File: src/rtl/md5cr_pkg.sv
// ----------------------------------------------------------------------------
// md5cr_pkg
// Shared types, constants and helper functions for the salted MD5
// challenge responder.
// ----------------------------------------------------------------------------
`default_nettype none

package md5cr_pkg;

  localparam int unsigned HeaderBytesDef = 3;
  localparam int unsigned BodyBytes      = 16;
  localparam int unsigned CfgRegs        = 4;
  localparam int unsigned CfgIdxW        = 2;

  localparam logic [CfgIdxW-1:0] REG_SALT0 = 2'd0;
  localparam logic [CfgIdxW-1:0] REG_SALT1 = 2'd1;
  localparam logic [CfgIdxW-1:0] REG_SALT2 = 2'd2;
  localparam logic [CfgIdxW-1:0] REG_SALT3 = 2'd3;

  localparam logic [31:0] SALT0_RST = 32'hD925_5F0F;
  localparam logic [31:0] SALT1_RST = 32'h2335_4E19;
  localparam logic [31:0] SALT2_RST = 32'hBA73_9CCD;
  localparam logic [31:0] SALT3_RST = 32'hC4A9_1765;

  localparam logic [31:0] MD5_INIT [4] = '{
    32'h6745_2301, 32'hefcd_ab89, 32'h98ba_dcfe, 32'h1032_5476
  };

  // Padding words of the single block: the 0x80 marker and the bit length.
  localparam logic [31:0] PAD_MARK_WORD = 32'h0000_0080;
  localparam logic [31:0] PAD_LEN_WORD  = 32'h0000_0100;

  localparam logic [31:0] MD5_K [64] = '{
    32'hd76aa478, 32'he8c7b756, 32'h242070db, 32'hc1bdceee,
    32'hf57c0faf, 32'h4787c62a, 32'ha8304613, 32'hfd469501,
    32'h698098d8, 32'h8b44f7af, 32'hffff5bb1, 32'h895cd7be,
    32'h6b901122, 32'hfd987193, 32'ha679438e, 32'h49b40821,
    32'hf61e2562, 32'hc040b340, 32'h265e5a51, 32'he9b6c7aa,
    32'hd62f105d, 32'h02441453, 32'hd8a1e681, 32'he7d3fbc8,
    32'h21e1cde6, 32'hc33707d6, 32'hf4d50d87, 32'h455a14ed,
    32'ha9e3e905, 32'hfcefa3f8, 32'h676f02d9, 32'h8d2a4c8a,
    32'hfffa3942, 32'h8771f681, 32'h6d9d6122, 32'hfde5380c,
    32'ha4beea44, 32'h4bdecfa9, 32'hf6bb4b60, 32'hbebfbc70,
    32'h289b7ec6, 32'heaa127fa, 32'hd4ef3085, 32'h04881d05,
    32'hd9d4d039, 32'he6db99e5, 32'h1fa27cf8, 32'hc4ac5665,
    32'hf4292244, 32'h432aff97, 32'hab9423a7, 32'hfc93a039,
    32'h655b59c3, 32'h8f0ccc92, 32'hffeff47d, 32'h85845dd1,
    32'h6fa87e4f, 32'hfe2ce6e0, 32'ha3014314, 32'h4e0811a1,
    32'hf7537e82, 32'hbd3af235, 32'h2ad7d2bb, 32'heb86d391
  };

  localparam logic [4:0] MD5_ROT [16] = '{
    5'd7, 5'd12, 5'd17, 5'd22, 5'd5, 5'd9, 5'd14, 5'd20,
    5'd4, 5'd11, 5'd16, 5'd23, 5'd6, 5'd10, 5'd15, 5'd21
  };

  typedef logic [15:0][31:0] md5cr_block_t;
  typedef logic [3:0][31:0]  md5cr_digest_t;

  function automatic logic [31:0] rotl32(input logic [31:0] x, input logic [4:0] s);
    logic [63:0] t;
    t = {x, x} << s;
    return t[63:32];
  endfunction

  function automatic logic [31:0] bswap32(input logic [31:0] x);
    return {x[7:0], x[15:8], x[23:16], x[31:24]};
  endfunction

endpackage

`default_nettype wire

File: src/rtl/md5_challenge_responder_top.sv
// ----------------------------------------------------------------------------
// md5_challenge_responder_top
// Receives a challenge packet byte by byte, hashes challenge || salt with MD5
// and sends back the header, the digest and an XOR check byte.
// ----------------------------------------------------------------------------
//  Channel  Direction  Signals                              Handshake
//  rx       in         rx_byte_i                            rx_valid_i / rx_ready_o
//  tx       out        tx_byte_o, tx_last_o                 tx_valid_o / tx_ready_i
//  cfg      in         cfg_index_i, cfg_data_i              cfg_we_i, no wait
//
//  Header and challenge bytes are taken one per cycle.
//  The check byte starts the hash: 64 rounds, each a sum step and a rotate step,
//  then a final add step and a digest handover, all with rx not ready.
//  HEADER_BYTES + 17 response items leave at one item per cycle while tx_ready_i is high.
//  The tx output register holds its item while tx_ready_i is low.
//  Reset is asynchronous; the salt words return to their default values.
// ----------------------------------------------------------------------------
`default_nettype none

module md5_challenge_responder_top
  import md5cr_pkg::*;
#(
  parameter int unsigned HEADER_BYTES = HeaderBytesDef
) (
  input  wire logic               clk_i,
  input  wire logic               rst_ni,
  input  wire logic [7:0]         rx_byte_i,
  input  wire logic               rx_valid_i,
  output      logic               rx_ready_o,
  output      logic [7:0]         tx_byte_o,
  output      logic               tx_last_o,
  output      logic               tx_valid_o,
  input  wire logic               tx_ready_i,
  input  wire logic               cfg_we_i,
  input  wire logic [CfgIdxW-1:0] cfg_index_i,
  input  wire logic [31:0]        cfg_data_i
);

  localparam int unsigned PacketBytes = HEADER_BYTES + BodyBytes + 1;
  localparam int unsigned OutBytes    = HEADER_BYTES + BodyBytes + 1;
  localparam int unsigned PosW        = $clog2(PacketBytes);
  localparam int unsigned OutW        = $clog2(OutBytes + 1);
  localparam int unsigned HdrAw       = (HEADER_BYTES > 1) ? $clog2(HEADER_BYTES) : 1;

  localparam logic [1:0] ST_RX   = 2'd0;
  localparam logic [1:0] ST_HASH = 2'd1;
  localparam logic [1:0] ST_TX   = 2'd2;

  logic [1:0]      state_q, state_d;
  logic [PosW-1:0] pos_q;
  logic [OutW-1:0] out_idx_q;
  logic [7:0]      xor_q;
  logic            tx_valid_q;
  logic            tx_last_q;
  logic [7:0]      tx_byte_q;
  logic [31:0]     salt_q [CfgRegs];
  logic [7:0]      header_q [HEADER_BYTES];
  logic [7:0]      body_q [BodyBytes];

  logic            rx_fire;
  logic            tx_fire;
  logic            last_rx;
  logic            core_start;
  logic            core_done;
  md5cr_block_t    msg;
  md5cr_digest_t   digest;
  logic            load_slot;
  logic            out_all;
  logic [OutW-1:0] dig_idx;
  logic [31:0]     dig_word;
  logic [7:0]      dig_byte;
  logic [7:0]      next_byte;
  logic [HdrAw-1:0] hdr_rd_idx;

  assign rx_ready_o = (state_q == ST_RX);
  assign rx_fire    = rx_valid_i && rx_ready_o;
  assign tx_fire    = tx_valid_q && tx_ready_i;
  assign last_rx    = (pos_q == PosW'(PacketBytes - 1));
  assign core_start = rx_fire && last_rx;

  always_ff @(posedge clk_i or negedge rst_ni) begin
    if (!rst_ni) begin
      salt_q[0] <= SALT0_RST;
      salt_q[1] <= SALT1_RST;
      salt_q[2] <= SALT2_RST;
      salt_q[3] <= SALT3_RST;
    end else if (cfg_we_i) begin
      unique case (cfg_index_i)
        REG_SALT0: salt_q[0] <= cfg_data_i;
        REG_SALT1: salt_q[1] <= cfg_data_i;
        REG_SALT2: salt_q[2] <= cfg_data_i;
        REG_SALT3: salt_q[3] <= cfg_data_i;
        default: ;
      endcase
    end
  end

  always_ff @(posedge clk_i) begin
    if (rx_fire) begin
      if (pos_q < PosW'(HEADER_BYTES)) begin
        header_q[pos_q[HdrAw-1:0]] <= rx_byte_i;
      end else if (pos_q < PosW'(HEADER_BYTES + BodyBytes)) begin
        body_q[4'(pos_q - PosW'(HEADER_BYTES))] <= rx_byte_i;
      end
    end
  end

  always_comb begin
    msg = '0;
    for (int j = 0; j < 4; j++) begin
      msg[j]     = {body_q[4*j+3], body_q[4*j+2], body_q[4*j+1], body_q[4*j]};
      msg[j + 4] = bswap32(salt_q[j]);
    end
    msg[8]  = PAD_MARK_WORD;
    msg[14] = PAD_LEN_WORD;
  end

  md5cr_core u_core (
    .clk_i    (clk_i),
    .rst_ni   (rst_ni),
    .start_i  (core_start),
    .msg_i    (msg),
    .done_o   (core_done),
    .digest_o (digest)
  );

  assign out_all    = (out_idx_q == OutW'(OutBytes));
  assign load_slot  = (state_q == ST_TX) && !out_all && (!tx_valid_q || tx_ready_i);
  assign dig_idx    = out_idx_q - OutW'(HEADER_BYTES);
  assign dig_word   = digest[dig_idx[3:2]];
  assign dig_byte   = 8'(dig_word >> {dig_idx[1:0], 3'b000});
  assign hdr_rd_idx = HdrAw'(out_idx_q);

  always_comb begin
    if (out_idx_q < OutW'(HEADER_BYTES)) begin
      next_byte = header_q[hdr_rd_idx];
    end else if (out_idx_q < OutW'(OutBytes - 1)) begin
      next_byte = dig_byte;
    end else begin
      next_byte = xor_q;
    end
  end

  always_comb begin
    state_d = state_q;
    unique case (state_q)
      ST_RX:   if (core_start) state_d = ST_HASH;
      ST_HASH: if (core_done) state_d = ST_TX;
      ST_TX:   if (out_all && (!tx_valid_q || tx_fire)) state_d = ST_RX;
      default: state_d = ST_RX;
    endcase
  end

  always_ff @(posedge clk_i or negedge rst_ni) begin
    if (!rst_ni) begin
      state_q    <= ST_RX;
      pos_q      <= '0;
      out_idx_q  <= '0;
      xor_q      <= '0;
      tx_valid_q <= 1'b0;
      tx_last_q  <= 1'b0;
    end else begin
      state_q <= state_d;
      if (rx_fire) begin
        pos_q <= last_rx ? '0 : pos_q + PosW'(1);
      end
      if (core_done) begin
        out_idx_q <= '0;
        xor_q     <= '0;
      end else if (load_slot) begin
        out_idx_q  <= out_idx_q + OutW'(1);
        tx_valid_q <= 1'b1;
        tx_last_q  <= (out_idx_q == OutW'(OutBytes - 1));
        if (out_idx_q != OutW'(OutBytes - 1)) begin
          xor_q <= xor_q ^ next_byte;
        end
      end else if (tx_fire) begin
        tx_valid_q <= 1'b0;
        tx_last_q  <= 1'b0;
      end
    end
  end

  always_ff @(posedge clk_i) begin
    if (load_slot) begin
      tx_byte_q <= next_byte;
    end
  end

  assign tx_valid_o = tx_valid_q;
  assign tx_last_o  = tx_last_q;
  assign tx_byte_o  = tx_byte_q;

  a_rx_not_during_tx : assert property (@(posedge clk_i) disable iff (!rst_ni)
    rx_ready_o |-> !tx_valid_o)
    else $error("Receiver open while a response item is pending.");

  a_last_returns_to_rx : assert property (@(posedge clk_i) disable iff (!rst_ni)
    (tx_valid_o && tx_ready_i && tx_last_o) |=> rx_ready_o)
    else $error("Block did not return to receive after the last item.");

  a_start_closes_rx : assert property (@(posedge clk_i) disable iff (!rst_ni)
    core_start |=> !rx_ready_o)
    else $error("Receiver still open after the hash started.");

  a_last_only_valid : assert property (@(posedge clk_i) disable iff (!rst_ni)
    tx_last_o |-> tx_valid_o)
    else $error("Last flag raised without a valid item.");

endmodule

`default_nettype wire

File: src/rtl/md5cr_core.sv
// ----------------------------------------------------------------------------
// md5cr_core
// Iterative MD5 compression of one 512-bit block, starting from the standard
// initial values. Each round is split into a sum step and a rotate step.
// ----------------------------------------------------------------------------
`default_nettype none

module md5cr_core
  import md5cr_pkg::*;
(
  input  wire logic          clk_i,
  input  wire logic          rst_ni,
  input  wire logic          start_i,
  input  wire md5cr_block_t  msg_i,
  output      logic          done_o,
  output      md5cr_digest_t digest_o
);

  localparam logic [1:0] CS_IDLE = 2'd0;
  localparam logic [1:0] CS_SUM  = 2'd1;
  localparam logic [1:0] CS_ROT  = 2'd2;
  localparam logic [1:0] CS_FIN  = 2'd3;

  logic [1:0]  state_q, state_d;
  logic [5:0]  round_q, round_d;
  logic        done_q, done_d;
  logic [31:0] a_q, b_q, c_q, d_q;
  logic [31:0] tmp_q;
  logic [31:0] f_w;
  logic [3:0]  g_w;
  logic [3:0]  r4_w;

  assign r4_w = round_q[3:0];

  always_comb begin
    case (round_q[5:4])
      2'd0: begin
        f_w = (b_q & c_q) | (~b_q & d_q);
        g_w = r4_w;
      end
      2'd1: begin
        f_w = (d_q & b_q) | (~d_q & c_q);
        g_w = 4'((r4_w << 2) + r4_w + 4'd1);
      end
      2'd2: begin
        f_w = b_q ^ c_q ^ d_q;
        g_w = 4'((r4_w << 1) + r4_w + 4'd5);
      end
      default: begin
        f_w = c_q ^ (b_q | ~d_q);
        g_w = 4'((r4_w << 3) - r4_w);
      end
    endcase
  end

  always_comb begin
    state_d = state_q;
    round_d = round_q;
    done_d  = 1'b0;
    unique case (state_q)
      CS_IDLE: begin
        if (start_i) begin
          state_d = CS_SUM;
          round_d = '0;
        end
      end
      CS_SUM: begin
        state_d = CS_ROT;
      end
      CS_ROT: begin
        round_d = round_q + 6'd1;
        state_d = (round_q == 6'd63) ? CS_FIN : CS_SUM;
      end
      CS_FIN: begin
        state_d = CS_IDLE;
        done_d  = 1'b1;
      end
      default: state_d = CS_IDLE;
    endcase
  end

  always_ff @(posedge clk_i or negedge rst_ni) begin
    if (!rst_ni) begin
      state_q <= CS_IDLE;
      round_q <= '0;
      done_q  <= 1'b0;
    end else begin
      state_q <= state_d;
      round_q <= round_d;
      done_q  <= done_d;
    end
  end

  always_ff @(posedge clk_i or negedge rst_ni) begin
    if (!rst_ni) begin
      a_q <= MD5_INIT[0];
      b_q <= MD5_INIT[1];
      c_q <= MD5_INIT[2];
      d_q <= MD5_INIT[3];
    end else begin
      if (state_q == CS_IDLE && start_i) begin
        a_q <= MD5_INIT[0];
        b_q <= MD5_INIT[1];
        c_q <= MD5_INIT[2];
        d_q <= MD5_INIT[3];
      end else if (state_q == CS_ROT) begin
        a_q <= d_q;
        d_q <= c_q;
        c_q <= b_q;
        b_q <= b_q + rotl32(tmp_q, MD5_ROT[{round_q[5:4], round_q[1:0]}]);
      end else if (state_q == CS_FIN) begin
        a_q <= a_q + MD5_INIT[0];
        b_q <= b_q + MD5_INIT[1];
        c_q <= c_q + MD5_INIT[2];
        d_q <= d_q + MD5_INIT[3];
      end
    end
  end

  always_ff @(posedge clk_i) begin
    if (state_q == CS_SUM) begin
      tmp_q <= a_q + f_w + MD5_K[round_q] + msg_i[g_w];
    end
  end

  assign done_o   = done_q;
  assign digest_o = {d_q, c_q, b_q, a_q};

endmodule

`default_nettype wire

File: config.mk
export PLATFORM = sky130hd
export DESIGN_NAME = md5_challenge_responder_top
export DESIGN_NICKNAME = d
export VERILOG_FILES = /design/src/rtl/md5cr_pkg.sv /design/src/rtl/md5_challenge_responder_top.sv /design/src/rtl/md5cr_core.sv
export SDC_FILE = /design/constraint.sdc
export NUM_CORES = 2
export LEC_CHECK = 0
export BUFFER_PORTS_ARGS = -buffer_cell sky130_fd_sc_hd__buf_2
export CAP_MARGIN = 20
export CELL_PAD_IN_SITES_DETAIL_PLACEMENT = 2
export CELL_PAD_IN_SITES_GLOBAL_PLACEMENT = 2
export CORE_UTILIZATION = 38
export CTS_BUF_LIST = sky130_fd_sc_hd__clkbuf_4 sky130_fd_sc_hd__clkbuf_8 sky130_fd_sc_hd__clkbuf_16
export DETAILED_ROUTE_END_ITERATION = 10
export PLACE_DENSITY = 0.83
export RECOVER_POWER = 50
export SETUP_SLACK_MARGIN = 0.15
export SYNTH_ARGS = -nofsm -noshare
export SYNTH_HDL_FRONTEND = slang
export SYNTH_SLANG_ARGS = --single-unit
export TNS_END_PERCENT = 10
File: constraint.sdc
create_clock -name clk_i -period 6.8 [get_ports clk_i]
set_input_delay 0 -clock clk_i [delete_from_list [all_inputs] [get_ports clk_i]]
set_output_delay 0 -clock clk_i [all_outputs]
set_load 0.005 [all_outputs]
==> reports/metrics.yaml <==
clock_tree:
  cts_root_buffer: "clkbuf_16"
  clkTransAtPathRegs_ps: 80
  clk_latency_ps: 730
  clockBufferDepth: 3
  tritoncts: "yes"
  h-tree-depth: 2
  cts.sinks: 479
  cts_inserted_buffers: 57
critical_path:
  path_delay_family: "compound AO/OA/AOI/OAI gates"
  worstSetupStartpoint: "u_core.round_q[1]"
  path_max_fanout: 7
  r2r_end: "u_core.tmp_q[23]"
  crit_buf_inv: 6
  r2r_setup_slack_ps: 30
  slowest_stage: "fa_1"
  path_class: "reg -> reg"
  reg2regPathDepth: 26
  worst-path-stages: 26
  arrival_ps: 7170
  crit_end: "u_core.tmp_q[23]"
  start_kind: "flip-flop"
  critPathRequiredTime_ps: 7200
  cp-end-kind: "flip-flop"
  crit_path_max_incr_delay_ps: 540
  r2r_start: "u_core.round_q[1]"
pwr:
  power_density_mw_per_mm2: 391
  p_leak_nw: 15.6
  peakVddDrop_mv: 0.304
floorplanning:
  die_w_um: 306
  fp.dieH_um: 306
  die_area_mm2: 0.0934
  rows: 110
  initial_utilization_pct: 38.6
  core_mm2: 0.0907
  ioPinCount: 58
sta:
  maxSlewViolCount: 289
  period_needed_ps: 6770
  relSlewSlack_pct: -154
  worst_slew_pin_slew_ps: 3820
  rsz0062_at_grt: "yes"
  min_period_over_period_pct: 99.6
  finalWorstSetupSlack_ps: 28.6
  max_freq_ghz: 0.148
  hold_ws_ps: 126
  hold_viol_final: 0
  clock_skew_ps: 92.4
  setup_violations: 0
final_layout:
  nNetsFinal: 3933
  layout_common_cells: "456 x nand2_1, 348 x a21oi_1, 271 x nor2_1, 231 x o21ai_0, 192 x edfxtp_1"
  area_growth_pct: 12.4
  drive_gt1_share_pct: 17.3
  fillCellCount: 9430
  fin_cells: 4947
  final_common_cell: "nand2_1"
routing:
  drt-met1-wl_um: 65300
  drt_iter0_markers: 3868
  wl_per_cell_um: 36.5
  dr.max_layer_used: "met5"
  wl_um: 181000
  drtAntennaViolNets: 0
  routed-wl-met2_um: 81600
  vias: 33936
  dr.pass1.iters: 8
  vias_per_cell: 6.86
  drc: 0
  met3_length_um: 17700
global_routing:
  grt_pass1_vias: 35391
  grt_pass1_wl_um: 253000
  grt_use_total_pct: 36.6
  antenna_found_initial: 6
  overflow: 0
  grt_max_degree: 153
outcome:
  status: "finished, violations left"
  violations: "max-capacitance violations, max-slew violations"
yosys:
  ys_types: 79
  synth_cells: 3733
  synth_simple_gate_area_share_pct: 12.8
  ys_seq_area_share_pct: 37.4
  syn-num-nets: 3945
  yosys-mux-area-fraction_pct: 15.7
  synth-adder-area-share_pct: 7.37
  syn_area_mm2: 0.0350
  avgSynthCellArea_um2: 9.38
  ys.flop_type: "edfxtp_1"
  synth_seq_cells: 479
  synth_xor_area_share_pct: 2.90
  synth-edff-count: 192
  synthArstFlopShare_pct: 59.9
  synth_compound_area_share_pct: 18.1
  synth_top_family_by_area: "compound AO/OA/AOI/OAI gates"
  synth_warnings: 0
worst_hold_path:
  hold_class: "in -> reg"
placed_design:
  port_buffers: 57
  place_worst_setup_slack_ps: 38.3
  dp_cells: 4767
  place.gp.congestion: 0.945
  dp_hpwl_um: 107000
flow_run:
  drv_cap: 9
==> cells in the mapped netlist (80+ instances only) <==
| master | count | area, um2 |
|---|---|---|
| nor3_1 | 92 | 460 |
| edfxtp_1 | 192 | 5770 |
| mux4_2 | 119 | 2680 |
| o21ai_0 | 238 | 1190 |
| ha_1 | 100 | 1250 |
| mux2_2 | 130 | 1460 |
| dfrtp_1 | 157 | 3930 |
| xnor2_1 | 80 | 701 |
| clkbuf_1 | 229 | 860 |
| nand2_1 | 457 | 1720 |
| a21oi_1 | 353 | 1770 |
| inv_1 | 193 | 724 |
| dfstp_2 | 130 | 3420 |
| mux2i_1 | 137 | 1370 |
| nor2_1 | 274 | 1030 |
| a31oi_1 | 86 | 538 |
==> flip-flops by register name, indices dropped and copies added (netlist names), 6 cells and up <==
name            cells
header_q           24
u_core.d_q         32
u_core.c_q         32
u_core.tmp_q       32
u_core.a_q         32
tx_byte_o           8
u_core.b_q         32
body_q            128
msg               128
xor_q               8
u_core.round_q      6
==> layer usage <==
metal	global-route usage, %	up-vias
met3	7.74	800
met5	0	-
met1	44.5	17388
met4	25.8	6
li1	-	13494
met2	58.1	2248
==> layout make-up <==
class,instances,area [um2],area share (%)
Antenna cell,1,2.50,0.00635
Clock buffer,74,1570,3.98
Clock inverter,34,495,1.26
Inverter,197,746,1.89
Multi-Input combinational cell,2745,20100,51.1
Sequential cell,479,13100,33.3
Tap cell,1176,1470,3.74
Timing Repair Buffer,241,1860,4.72
==> stage by stage <==
stage	power, mW	utilization [%]	setup TNS, ps	instance area [um2]
2_1_floorplan	8.51	-	0	35000
3_3_place_gp	10.5	40.4	0	36600
3_5_place_dp	11.0	40.4	0	36600
4_1_cts	14.7	43.2	0	39200
5_1_grt	15.8	43.4	-519	39400
6_report	15.4	43.4	0	39400
==> cell families after synthesis <==
kind of cell | count (synthesis)
compound gates | 1040
simple gates | 1035
buf+inv | 510
flops | 479
mux | 386
fa+ha+maj | 168
xor+xnor | 115
==> power by group <==
group	switching (mW)	internal (mW)	leakage (nW)
logic	4.92	2.82	9.81
registers	0.494	3.56	4.81
clock network	1.60	2.02	1.01
total	7.01	8.41	15.6
==> repair_timing <==
action	CTS	global route
pin swaps	2	3
endpoints found under the setup margin	8	13
hold endpoints to repair	361	5
gates cloned	1	0
hold buffers	45	2
buffers inserted	5	11
resized for setup	7	16
==> how the worst min path moves through the flow <==
| stage | start | to | slack, ps | depth (start not counted) |
|---|---|---|---|---|
| final | cfg_data_i[0] | msg[184] | 130 | 3 |
| after global routing | cfg_data_i[0] | msg[184] | 150 | 3 |
| after CTS | cfg_index_i[1] | msg[150] | 100 | 4 |
| after detailed placement | rst_ni | u_core.b_q[17] | 40 | 1 |
| after global placement | rst_ni | u_core.b_q[17] | 30 | 1 |
| after floorplan | rst_ni | msg[129] | -300 | 0 |
==> worst min-delay path: stages <==
cell	delay, ps
dlygate4sd3_1	530
buf_2	140
mux2_2	150
Power figures use the tool's default switching activity.
